### src/hdl/ewarc_pkg.sv
`timescale 1ns / 1ps

package ewarc_pkg;

    localparam int WINDOW_DEPTH = 5;

    localparam int CFG_W      = 24;
    localparam int WIDTH_W    = 32;
    localparam int REP_W      = 16;
    localparam int CFG_IDX_W  = 3;
    localparam int IDX_W      = (WINDOW_DEPTH > 1) ? $clog2(WINDOW_DEPTH) : 1;
    localparam int CNT_W      = $clog2(WINDOW_DEPTH + 1);
    localparam int SUM_W      = CFG_W + CNT_W;
    localparam int STEP_W     = $clog2(SUM_W);

    localparam logic [REP_W-1:0] REP_MAX = {REP_W{1'b1}};

    // register indexes on the configuration port
    localparam logic [CFG_IDX_W-1:0] REG_RANGE_LIMIT      = 3'd0;
    localparam logic [CFG_IDX_W-1:0] REG_REJECT_LOW       = 3'd1;
    localparam logic [CFG_IDX_W-1:0] REG_REJECT_HIGH      = 3'd2;
    localparam logic [CFG_IDX_W-1:0] REG_TOP_THRESHOLD    = 3'd3;
    localparam logic [CFG_IDX_W-1:0] REG_BOTTOM_THRESHOLD = 3'd4;

    localparam logic [CFG_W-1:0] RANGE_LIMIT_RST      = 24'd881600;
    localparam logic [CFG_W-1:0] REJECT_LOW_RST       = 24'd100;
    localparam logic [CFG_W-1:0] REJECT_HIGH_RST      = 24'd400000;
    localparam logic [CFG_W-1:0] TOP_THRESHOLD_RST    = 24'd140000;
    localparam logic [CFG_W-1:0] BOTTOM_THRESHOLD_RST = 24'd120000;

    typedef struct packed {
        logic              latch_in;
        logic              check;
        logic              sum_step;
        logic [IDX_W-1:0]  sum_idx;
        logic              mult;
        logic              div_step;
        logic              decide;
        logic              load_out;
    } ewarc_cmd_t;

    typedef struct packed {
        logic out_of_range;
        logic n_zero;
    } ewarc_status_t;

endpackage

### src/hdl/ewarc_ctrl.sv
`timescale 1ns / 1ps

module ewarc_ctrl (
    input  logic                   aclk,
    input  logic                   aresetn,
    input  logic                   s_valid,
    output logic                   s_ready,
    output logic                   m_valid,
    input  logic                   m_ready,
    input  ewarc_pkg::ewarc_status_t status,
    output ewarc_pkg::ewarc_cmd_t  cmd
);

    typedef enum logic [2:0] {
        ST_IDLE,
        ST_CHECK,
        ST_SUM,
        ST_MULT,
        ST_DIV,
        ST_DECIDE,
        ST_OUTPUT
    } state_t;

    state_t                      state_reg;
    logic [ewarc_pkg::STEP_W-1:0] cnt_reg;
    logic                        out_valid_reg;
    logic                        out_free;

    assign out_free = !out_valid_reg || m_ready;
    assign s_ready  = (state_reg == ST_IDLE);
    assign m_valid  = out_valid_reg;

    always_comb begin
        cmd          = '0;
        cmd.latch_in = (state_reg == ST_IDLE) && s_valid;
        cmd.check    = (state_reg == ST_CHECK);
        cmd.sum_step = (state_reg == ST_SUM);
        cmd.sum_idx  = cnt_reg[ewarc_pkg::IDX_W-1:0];
        cmd.mult     = (state_reg == ST_MULT);
        cmd.div_step = (state_reg == ST_DIV);
        cmd.decide   = (state_reg == ST_DECIDE);
        cmd.load_out = (state_reg == ST_OUTPUT) && out_free;
    end

    always_ff @(posedge aclk) begin
        if (!aresetn) begin
            state_reg     <= ST_IDLE;
            cnt_reg       <= '0;
            out_valid_reg <= 1'b0;
        end else begin
            if ((state_reg == ST_OUTPUT) && out_free) begin
                out_valid_reg <= 1'b1;
            end else if (out_valid_reg && m_ready) begin
                out_valid_reg <= 1'b0;
            end
            unique case (state_reg)
                ST_IDLE: begin
                    if (s_valid) begin
                        state_reg <= ST_CHECK;
                    end
                end
                ST_CHECK: begin
                    cnt_reg <= '0;
                    if (status.out_of_range) begin
                        state_reg <= ST_OUTPUT;
                    end else begin
                        state_reg <= ST_SUM;
                    end
                end
                ST_SUM: begin
                    if (cnt_reg == ewarc_pkg::STEP_W'(ewarc_pkg::WINDOW_DEPTH - 1)) begin
                        state_reg <= ST_MULT;
                    end else begin
                        cnt_reg <= cnt_reg + 1'b1;
                    end
                end
                ST_MULT: begin
                    cnt_reg <= ewarc_pkg::STEP_W'(ewarc_pkg::SUM_W - 1);
                    // empty window falls back to the raw width, no divide
                    if (status.n_zero) begin
                        state_reg <= ST_DECIDE;
                    end else begin
                        state_reg <= ST_DIV;
                    end
                end
                ST_DIV: begin
                    if (cnt_reg == '0) begin
                        state_reg <= ST_DECIDE;
                    end else begin
                        cnt_reg <= cnt_reg - 1'b1;
                    end
                end
                ST_DECIDE: begin
                    state_reg <= ST_OUTPUT;
                end
                ST_OUTPUT: begin
                    if (out_free) begin
                        state_reg <= ST_IDLE;
                    end
                end
                default: begin
                    state_reg <= ST_IDLE;
                end
            endcase
        end
    end

endmodule

### src/hdl/ewarc_dp.sv
`timescale 1ns / 1ps

module ewarc_dp (
    input  logic                                 aclk,
    input  logic                                 aresetn,
    input  logic                                 cfg_valid,
    input  logic [ewarc_pkg::CFG_IDX_W-1:0]      cfg_index,
    input  logic [ewarc_pkg::CFG_W-1:0]          cfg_data,
    input  logic [ewarc_pkg::WIDTH_W-1:0]        s_pulse_width,
    input  logic                                 s_clear_count,
    input  ewarc_pkg::ewarc_cmd_t                cmd,
    output ewarc_pkg::ewarc_status_t             status,
    output logic [ewarc_pkg::WIDTH_W-1:0]        m_filtered_width,
    output logic [ewarc_pkg::REP_W-1:0]          m_rep_count,
    output logic                                 m_phase_up,
    output logic                                 m_in_range
);

    localparam int CFG_W = ewarc_pkg::CFG_W;
    localparam int CNT_W = ewarc_pkg::CNT_W;
    localparam int SUM_W = ewarc_pkg::SUM_W;
    localparam int WW    = ewarc_pkg::WIDTH_W;

    logic [CFG_W-1:0] range_limit_reg;
    logic [CFG_W-1:0] reject_low_reg;
    logic [CFG_W-1:0] reject_high_reg;
    logic [CFG_W-1:0] top_thr_reg;
    logic [CFG_W-1:0] bot_thr_reg;

    logic [CFG_W-1:0]            window_reg [ewarc_pkg::WINDOW_DEPTH];
    logic [ewarc_pkg::IDX_W-1:0] slot_reg;
    logic                        lifted_reg;
    logic [ewarc_pkg::REP_W-1:0] rep_reg;

    logic [WW-1:0]    width_reg;
    logic             clear_reg;
    logic             oor_reg;
    logic [SUM_W-1:0] sum_reg;
    logic [CNT_W-1:0] n_reg;
    logic [SUM_W-1:0] bot_prod_reg;
    logic [SUM_W-1:0] top_prod_reg;
    logic [SUM_W-1:0] quo_reg;
    logic [CNT_W-1:0] rem_reg;
    logic [WW-1:0]    avg_reg;

    logic             out_of_range;
    logic             in_window;
    logic [CNT_W:0]   trial;
    logic             trial_ge;
    logic             below;
    logic             above;

    assign out_of_range = width_reg > {{(WW - CFG_W){1'b0}}, range_limit_reg};
    assign in_window    = (width_reg > {{(WW - CFG_W){1'b0}}, reject_low_reg})
                       && (width_reg < {{(WW - CFG_W){1'b0}}, reject_high_reg});

    assign status.out_of_range = out_of_range;
    assign status.n_zero       = (n_reg == '0);

    // restoring divide, one quotient bit a cycle
    assign trial    = {rem_reg, quo_reg[SUM_W-1]};
    assign trial_ge = trial >= {1'b0, n_reg};

    always_comb begin
        if (n_reg == '0) begin
            below = width_reg < {{(WW - CFG_W){1'b0}}, bot_thr_reg};
            above = width_reg > {{(WW - CFG_W){1'b0}}, top_thr_reg};
        end else begin
            below = sum_reg < bot_prod_reg;
            above = sum_reg > top_prod_reg;
        end
    end

    always_ff @(posedge aclk) begin
        if (!aresetn) begin
            range_limit_reg <= ewarc_pkg::RANGE_LIMIT_RST;
            reject_low_reg  <= ewarc_pkg::REJECT_LOW_RST;
            reject_high_reg <= ewarc_pkg::REJECT_HIGH_RST;
            top_thr_reg     <= ewarc_pkg::TOP_THRESHOLD_RST;
            bot_thr_reg     <= ewarc_pkg::BOTTOM_THRESHOLD_RST;
        end else if (cfg_valid) begin
            unique case (cfg_index)
                ewarc_pkg::REG_RANGE_LIMIT:      range_limit_reg <= cfg_data;
                ewarc_pkg::REG_REJECT_LOW:       reject_low_reg  <= cfg_data;
                ewarc_pkg::REG_REJECT_HIGH:      reject_high_reg <= cfg_data;
                ewarc_pkg::REG_TOP_THRESHOLD:    top_thr_reg     <= cfg_data;
                ewarc_pkg::REG_BOTTOM_THRESHOLD: bot_thr_reg     <= cfg_data;
                default: ;
            endcase
        end
    end

    always_ff @(posedge aclk) begin
        if (!aresetn) begin
            for (int i = 0; i < ewarc_pkg::WINDOW_DEPTH; i++) begin
                window_reg[i] <= '0;
            end
            slot_reg   <= '0;
            lifted_reg <= 1'b0;
            rep_reg    <= '0;
        end else begin
            if (cmd.check) begin
                if (clear_reg) begin
                    rep_reg <= '0;
                end
                if (!out_of_range && in_window) begin
                    window_reg[slot_reg] <= width_reg[CFG_W-1:0];
                    if (slot_reg == ewarc_pkg::IDX_W'(ewarc_pkg::WINDOW_DEPTH - 1)) begin
                        slot_reg <= '0;
                    end else begin
                        slot_reg <= slot_reg + 1'b1;
                    end
                end
            end
            if (cmd.decide) begin
                priority if (!lifted_reg && below) begin
                    lifted_reg <= 1'b1;
                end else if (lifted_reg && above) begin
                    lifted_reg <= 1'b0;
                    if (rep_reg != ewarc_pkg::REP_MAX) begin
                        rep_reg <= rep_reg + 1'b1;
                    end
                end
            end
        end
    end

    always_ff @(posedge aclk) begin
        if (cmd.latch_in) begin
            width_reg <= s_pulse_width;
            clear_reg <= s_clear_count;
        end
        if (cmd.check) begin
            oor_reg <= out_of_range;
            sum_reg <= '0;
            n_reg   <= '0;
        end
        if (cmd.sum_step && (window_reg[cmd.sum_idx] != '0)) begin
            sum_reg <= sum_reg + {{CNT_W{1'b0}}, window_reg[cmd.sum_idx]};
            n_reg   <= n_reg + CNT_W'(1);
        end
        if (cmd.mult) begin
            bot_prod_reg <= {{CNT_W{1'b0}}, bot_thr_reg} * {{CFG_W{1'b0}}, n_reg};
            top_prod_reg <= {{CNT_W{1'b0}}, top_thr_reg} * {{CFG_W{1'b0}}, n_reg};
            quo_reg      <= sum_reg;
            rem_reg      <= '0;
        end
        if (cmd.div_step) begin
            if (trial_ge) begin
                rem_reg <= CNT_W'(trial - {1'b0, n_reg});
            end else begin
                rem_reg <= trial[CNT_W-1:0];
            end
            quo_reg <= {quo_reg[SUM_W-2:0], trial_ge};
        end
        if (cmd.decide) begin
            if (n_reg == '0) begin
                avg_reg <= width_reg;
            end else begin
                avg_reg <= {{(WW - SUM_W){1'b0}}, quo_reg};
            end
        end
        if (cmd.load_out) begin
            m_filtered_width <= oor_reg ? '0 : avg_reg;
            m_rep_count      <= rep_reg;
            m_phase_up       <= lifted_reg;
            m_in_range       <= !oor_reg;
        end
    end

endmodule

### src/hdl/echo_window_average_rep_counter_top.sv
`timescale 1ns / 1ps
// an accepted word steps through check, window sum, multiply, divide, decide and
// output; out of range words go straight to output and an empty window skips the
// divide; the window sum takes one entry a cycle, the restoring divider one bit a cycle
// one word in flight: the next word is taken in the cycle after the result registers
// synchronous active-low reset restores register defaults, empties the window,
// clears phase and count

module echo_window_average_rep_counter_top (
    input  logic                              aclk,
    input  logic                              aresetn,
    input  logic                              cfg_valid,
    output logic                              cfg_ready,
    input  logic [ewarc_pkg::CFG_IDX_W-1:0]   cfg_index,
    input  logic [ewarc_pkg::CFG_W-1:0]       cfg_data,
    input  logic                              s_valid,
    output logic                              s_ready,
    input  logic [ewarc_pkg::WIDTH_W-1:0]     s_pulse_width,
    input  logic                              s_clear_count,
    output logic                              m_valid,
    input  logic                              m_ready,
    output logic [ewarc_pkg::WIDTH_W-1:0]     m_filtered_width,
    output logic [ewarc_pkg::REP_W-1:0]       m_rep_count,
    output logic                              m_phase_up,
    output logic                              m_in_range
);

    ewarc_pkg::ewarc_cmd_t    cmd;
    ewarc_pkg::ewarc_status_t status;

    assign cfg_ready = 1'b1;

    ewarc_ctrl u_ctrl (
        .aclk    (aclk),
        .aresetn (aresetn),
        .s_valid (s_valid),
        .s_ready (s_ready),
        .m_valid (m_valid),
        .m_ready (m_ready),
        .status  (status),
        .cmd     (cmd)
    );

    ewarc_dp u_dp (
        .aclk             (aclk),
        .aresetn          (aresetn),
        .cfg_valid        (cfg_valid),
        .cfg_index        (cfg_index),
        .cfg_data         (cfg_data),
        .s_pulse_width    (s_pulse_width),
        .s_clear_count    (s_clear_count),
        .cmd              (cmd),
        .status           (status),
        .m_filtered_width (m_filtered_width),
        .m_rep_count      (m_rep_count),
        .m_phase_up       (m_phase_up),
        .m_in_range       (m_in_range)
    );

    // out of range words report a zero width
    a_oor_zero: assert property (@(posedge aclk) disable iff (!aresetn)
        m_valid && !m_in_range |-> m_filtered_width == '0)
        else $error("out of range word with nonzero width");

    // busy after taking a word
    a_busy: assert property (@(posedge aclk) disable iff (!aresetn)
        s_valid && s_ready |=> !s_ready)
        else $error("second word accepted while busy");

    // a pending result is never overwritten
    a_no_overwrite: assert property (@(posedge aclk) disable iff (!aresetn)
        cmd.load_out |-> !m_valid || m_ready)
        else $error("result register overwritten");

endmodule

### config.mk
export PLATFORM = sky130hd
export DESIGN_NAME = echo_window_average_rep_counter_top
export DESIGN_NICKNAME = d
export VERILOG_FILES = /design/src/hdl/ewarc_pkg.sv /design/src/hdl/ewarc_ctrl.sv /design/src/hdl/ewarc_dp.sv /design/src/hdl/echo_window_average_rep_counter_top.sv
export SDC_FILE = /design/constraint.sdc
export NUM_CORES = 1
export LEC_CHECK = 0
export BUFFER_PORTS_ARGS = -buffer_cell sky130_fd_sc_hd__buf_2
export CORE_ASPECT_RATIO = 2
export CORE_MARGIN = 3
export CORE_UTILIZATION = 36
export CTS_BUF_LIST = sky130_fd_sc_hd__clkbuf_4
export DETAILED_ROUTE_END_ITERATION = 7
export GPL_TIMING_DRIVEN = 0
export PLACE_DENSITY = 0.6
export SKIP_LAST_GASP = 1
export SYNTH_ARGS = -nofsm -noshare
export SYNTH_HDL_FRONTEND = slang
export SYNTH_SLANG_ARGS = --single-unit
### constraint.sdc
create_clock -name aclk -period 14.2 [get_ports aclk]
set_input_delay 4.26 -clock aclk [delete_from_list [all_inputs] [get_ports aclk]]
set_output_delay 4.26 -clock aclk [all_outputs]
set_load 0.03 [all_outputs]
# Yosys cells after proc, flatten, opt, wreduce, memory -nomap -nowiden
# Memories as Yosys holds them, arrays and structs flattened. A register that Yosys moved wholly into a read port is not among the register bits.
# Index checks and enable logic that the tools add are counted.
# Widths: inputs -> output; s select.
# word_totals
ff_bits	379
mem_bits_rw	120
wordCells	139
mem_count	1
# memory_table
memory	words	width	rd	rd_ports_with_merged_regs	write_ports	line_no	source
u_dp.window_reg	5	24	1	1	5	ewarc_dp.sv:30	logic [CFG_W-1:0] window_reg [ewarc_pkg::WINDOW_DEPTH];
# op_classes
n_addsub	7
mul	2
order_cmp	8
n_eq_ne	19
mux	43
reduce_logical	33
# op_table
operator	n
$mux 27	5
$gt 32x24->1	3
$mux 16	6
$lt 32x24->1	2
$mul 24x3->27	2
$mux 3	14
$add 27x24->27	1
$gt 27x27->1	1
$lt 27x27->1	1
$mux 24	1
$reduce_bool 24->1	1
$reduce_or 24->1	1
$pmux 3 s7	1
$pmux 5 s4	1
$add 16x1->16 const B	1
$ne 16x16->1 const B	1
$eq 3x3->1 const B	5
$reduce_and 2->1	7
$mux 1	13
$eq 3x2->1 const B	4
$mux 5	2
$logic_not 3->1	3
$logic_and 1x1->1	8
$ne 2x2->1 const B	4
other kinds (15)	24

# Depth between registers and ports, before layout
# logic_depth
word_depth	9
ltp_mapped	17

# Modules after synthesis
# From an unflattened synthesis, not the netlist that was laid out.
# hier_totals
hier_cells	2898
hier_area_um2	31980.7
# modules_own_cells
mod	n_inst	cells_per_inst	area_per_inst_um2	seq_area_each_um2
ewarc_dp	1	2807	31227.4	15474.8
ewarc_ctrl	1	89	742.0	180.2
echo_window_average_rep_counter_top	1	2	11.3	0.0

# Least setup slack after synthesis
# OpenSTA, ideal clock, no wires.
# synth_timing
path_kind	input-to-reg
startpoint	input port m_ready
endpoint	register u_dp.m_filtered_width[0] (netlist bit) (enable)
setup_ns	0.463
arrival_time_ns	6.656
required_ns	13.737
setup_slack_ns	7.081
stages	2
path_cell_list	nand2b_1 nor2b_1
# synth_lines
item	line_no	source
start, declared	echo_window_average_rep_counter_top.sv:21	input logic m_ready,
end signal, assigned	ewarc_dp.sv:164	m_filtered_width <= oor_reg ? '0 : avg_reg;
end, declared	ewarc_dp.sv:13	output logic [ewarc_pkg::WIDTH_W-1:0] m_filtered_width,

# Worst setup path after layout
# layout_timing
startpoint	register u_ctrl.state_reg[2]
endpoint	output port s_ready
# layout_via
elab_chain_len	1
# layout_lines
item	line_no	source
start, declared	ewarc_ctrl.sv:24	state_t state_reg;
start signal, assigned	ewarc_ctrl.sv:47	state_reg <= ST_IDLE;
start signal, assigned	ewarc_ctrl.sv:59	state_reg <= ST_CHECK;
start signal, assigned	ewarc_ctrl.sv:65	state_reg <= ST_OUTPUT;
$logic_not 3->1	ewarc_ctrl.sv:30	assign s_ready = (state_reg == ST_IDLE);
end, declared	echo_window_average_rep_counter_top.sv:17	output logic s_ready,
# Every way passes these cells.

==> results by group <==
Setup path
  • Critical Path Stages: 3
  • Critical path endpoint category: primary output
  • FF-to-FF path depth: 17
  • Worst-path maximum fanout: 10
  • Worst reg2reg path startpoint: u_dp.n_reg[2]
  • Critical Path RT: 9940 ps
  • WP data arrival: 2150 ps
  • Reg2reg end: u_dp.bot_prod_reg[26]
  • Worst setup SP type: flip-flop
  • CP Launch Point: u_ctrl.state_reg[2]
  • WP buf/inv: 2
  • Flop2flop setup slack: 8950 ps
  • Crit path to: s_ready
  • Crit path largest cell delay: about 450 ps
  • Crit path kind: reg2out
  • Worst path cell trace: clkbuf_1 > nor3_1 > buf_2
  • Top Family by Delay on Critical Path: buffers and inverters
  • Worst path slowest cell: dfxtp_1

Yosys
  • Cell taking the most area after synthesis: edfxtp_1
  • #FFs+latches synth: around 570
  • Cell Area, Synth: 31830 um2
  • Yosys top cell area share: 0.3982
  • Cell count after synthesis: just under 3000
  • Sequential area share after synthesis: 0.4938
  • Post-Syn Nets: about 3300
  • Top post-synthesis cells by area: edfxtp_1, ha_1, dfxtp_1
  • Asr flop ratio synth: 0
  • Yosys warning count: 0
  • Number of synthesized flops with an enable pin: 422
  • Synth unique cells: slightly above 80
  • Post-Syn Area per Cell: approximately 11 um2
  • Most used DFF post-synth: edfxtp_1

Global route
  • First-pass GRT wire length: 142.5 mm
  • Vias in the first global route: 23980
  • Largest net degree at the start of global routing: 42
  • Initial antenna violation count: 7
  • Tot GR Track Use: 0.2099
  • Gr ovfl total: 0

STA
  • RSZ-0062 raised after global routing: false
  • Period utilisation layout: 0.4513
  • # setup viols final: 0
  • Setup TNS Final: 0 ps
  • Final hold vios: 0
  • Layout Skew: around 80 ps
  • Worst-Margin Slew: 1361 ps
  • Worst relative slew slack: 0.09262
  • Fin. max-slew vios: 0
  • Fmax: 156.0 MHz
  • Post-route minimum period: approximately 6400 ps

Route
  • 1st-iter DRT viols: 1379
  • Drt total wl: 96.62 mm
  • Routed Antenna Nets: 0
  • Drt drc: 0
  • Total number of vias: 22970
  • Via density: 5.139
  • First-pass DRT Iterations: 5
  • DR WL/cell: 21.62 um

Power
  • Static leakage: roughly 15 nW
  • Pwr Density: 165.6 nW/um2
  • Peak supply drop: 0.07718 mV

Floorplanning
  • Die area: 92220 um2
  • Core Region: 87290 um2
  • Die height: 426.5 um
  • Num rows: ~150
  • Starting Density: 0.3646
  • Die width: 216.2 um
  • # IOs: 118

Layout
  • Area of the multi-input gates: approximately 15000 um2
  • Layout cell share with drive strength beyond 1: 0.1441
  • Register area: ~16000 um2
  • Most common cell after layout, fill and taps aside: nand2_1
  • Layout Cells excl Fill: 4469
  • Most frequent cells in the layout: nand2_1, edfxtp_1, inv_1
  • Area grow syn2layout: 12.25%
  • Fill count: 8568
  • Final core utilization: 0.4092
  • Largest register FFs: 192
  • Final net count: 3586

Min path
  • Hold Crit Class: reg2reg

Clock network
  • Clock Latency Late Sink: 960 ps
  • Clock Pin Slew Worst Setup and Hold Paths: 80 ps
  • CTS Buffer Depth: 3
  • TritonCTS Buffers: 130
  • TritonCTS clock tree: done
  • Post-CTS setup buffers: 0
  • Cts hold-fix bufs: 0
  • Root buffer cell: clkbuf_4
  • Post_cts resized: 0
  • Num Clock Sinks: about 570
  • Htree depth: 4

Placed design
  • Port bufs: roughly 120
  • Final Wtd Congestion: 0.9393
  • Placed cell count: roughly 4200
  • DP Wirelength: 73.17 mm

Job
  • Count of maximum capacitance violations: 0

Outcome
  • Status: finished clean
==> synthesized netlist by cell type, types with 26 or more instances <==
library cell and instances:
dfxtp_1 152, a21boi_0 41, nand4_1 28, mux4_2 48, o211ai_1 44, edfxtp_1 422
a21oi_1 178, o21ai_0 79, nor2b_1 68, ha_1 258, xnor2_1 46, and2_1 154
clkbuf_1 76, a21o_1 63, mux2_2 49, nand2b_1 31, fa_1 49, inv_1 295
nor2_1 98, nor3_1 26, nand2_1 486
==> area by class of cell <==
cell class | count | share of cell area
antenna | 4 | 0.0002802
buffer | 105 | 0.01355
clock buffer | 178 | 0.03741
clock inverter | 43 | 0.008196
inverter | 296 | 0.03110
multi-input combinational | 1979 | 0.4075
sequential | 574 | 0.4399
tap | 1162 | 0.04070
timing repair buffer | 128 | 0.02137
==> power by group <==
part | internal, mW | leakage, nW | switching [mW]
Clock | 0.656 | 0.960 | 0.676
Sequential | 2.09 | 5.24 | 0.285
Combinational | 0.869 | 8.31 | 1.34
Total | 3.61 | 14.5 | 2.30
==> metrics by stage <==
| step | setup slack, ps | cell area, um2 | hold WS (ps) | power, mW |
|---|---|---|---|---|
| floorplan | 7081 | 31830 | 432.1 | 3.813 |
| global placement | 4807 | 33860 | 441.5 | 4.579 |
| detailed placement | 7046 | 34060 | 447.3 | 4.625 |
| CTS | 7707 | 35690 | 456.0 | 5.974 |
| global route | 7650 | 35720 | 473.3 | 6.288 |
| finish | 7791 | 35720 | 454.1 | 5.914 |
==> metal layers <==
layer | global-route usage | routed length [um]
met1 | 0.1919 | 31700
met2 | 0.3987 | 50760
met3 | 0.03204 | 4188
met4 | 0.1805 | 9956
met5 | 0 | 13
==> cell families (layout without fill, tap and decap cells) <==
group | after synthesis | after routing | share of synthesized area
and+or+nand+nor | 994 | 994 | 0.1506
DFF | 574 | 574 | 0.4938
AOI/OAI and AO/OA | 511 | 511 | 0.1026
buffers and inverters | 401 | 750 | 0.05013
adders and majority gates | 307 | 307 | 0.1323
muxes | 104 | 104 | 0.05351
xor gates and xnor gates | 62 | 62 | 0.01706
other | 1 | 5 | 0.0001178
==> how the worst min path moves through the flow <==
stage | startpoint | to | cells after the start
5_1_grt | u_dp.reject_low_reg[15] | u_dp.reject_low_reg[15] | 2
6_report | u_dp.reject_low_reg[9] | u_dp.reject_low_reg[9] | 2
3_5_place_dp | u_dp.reject_low_reg[17] | u_dp.reject_low_reg[17] | 2
4_1_cts | u_dp.reject_low_reg[17] | u_dp.reject_low_reg[17] | 2
3_3_place_gp | u_dp.reject_high_reg[2] | u_dp.reject_high_reg[2] | 2
2_1_floorplan | u_dp.rep_reg[8] | u_dp.m_rep_count[8] | 0
==> worst min-delay path, delay by kind of cell, from the launching register on <==
kind,cells,cell delay [ps]
AND/OR/NAND/NOR,1,50
flip-flops,1,310
AO/OA/AOI/OAI,1,50
(Power assumes the default switching activity.)
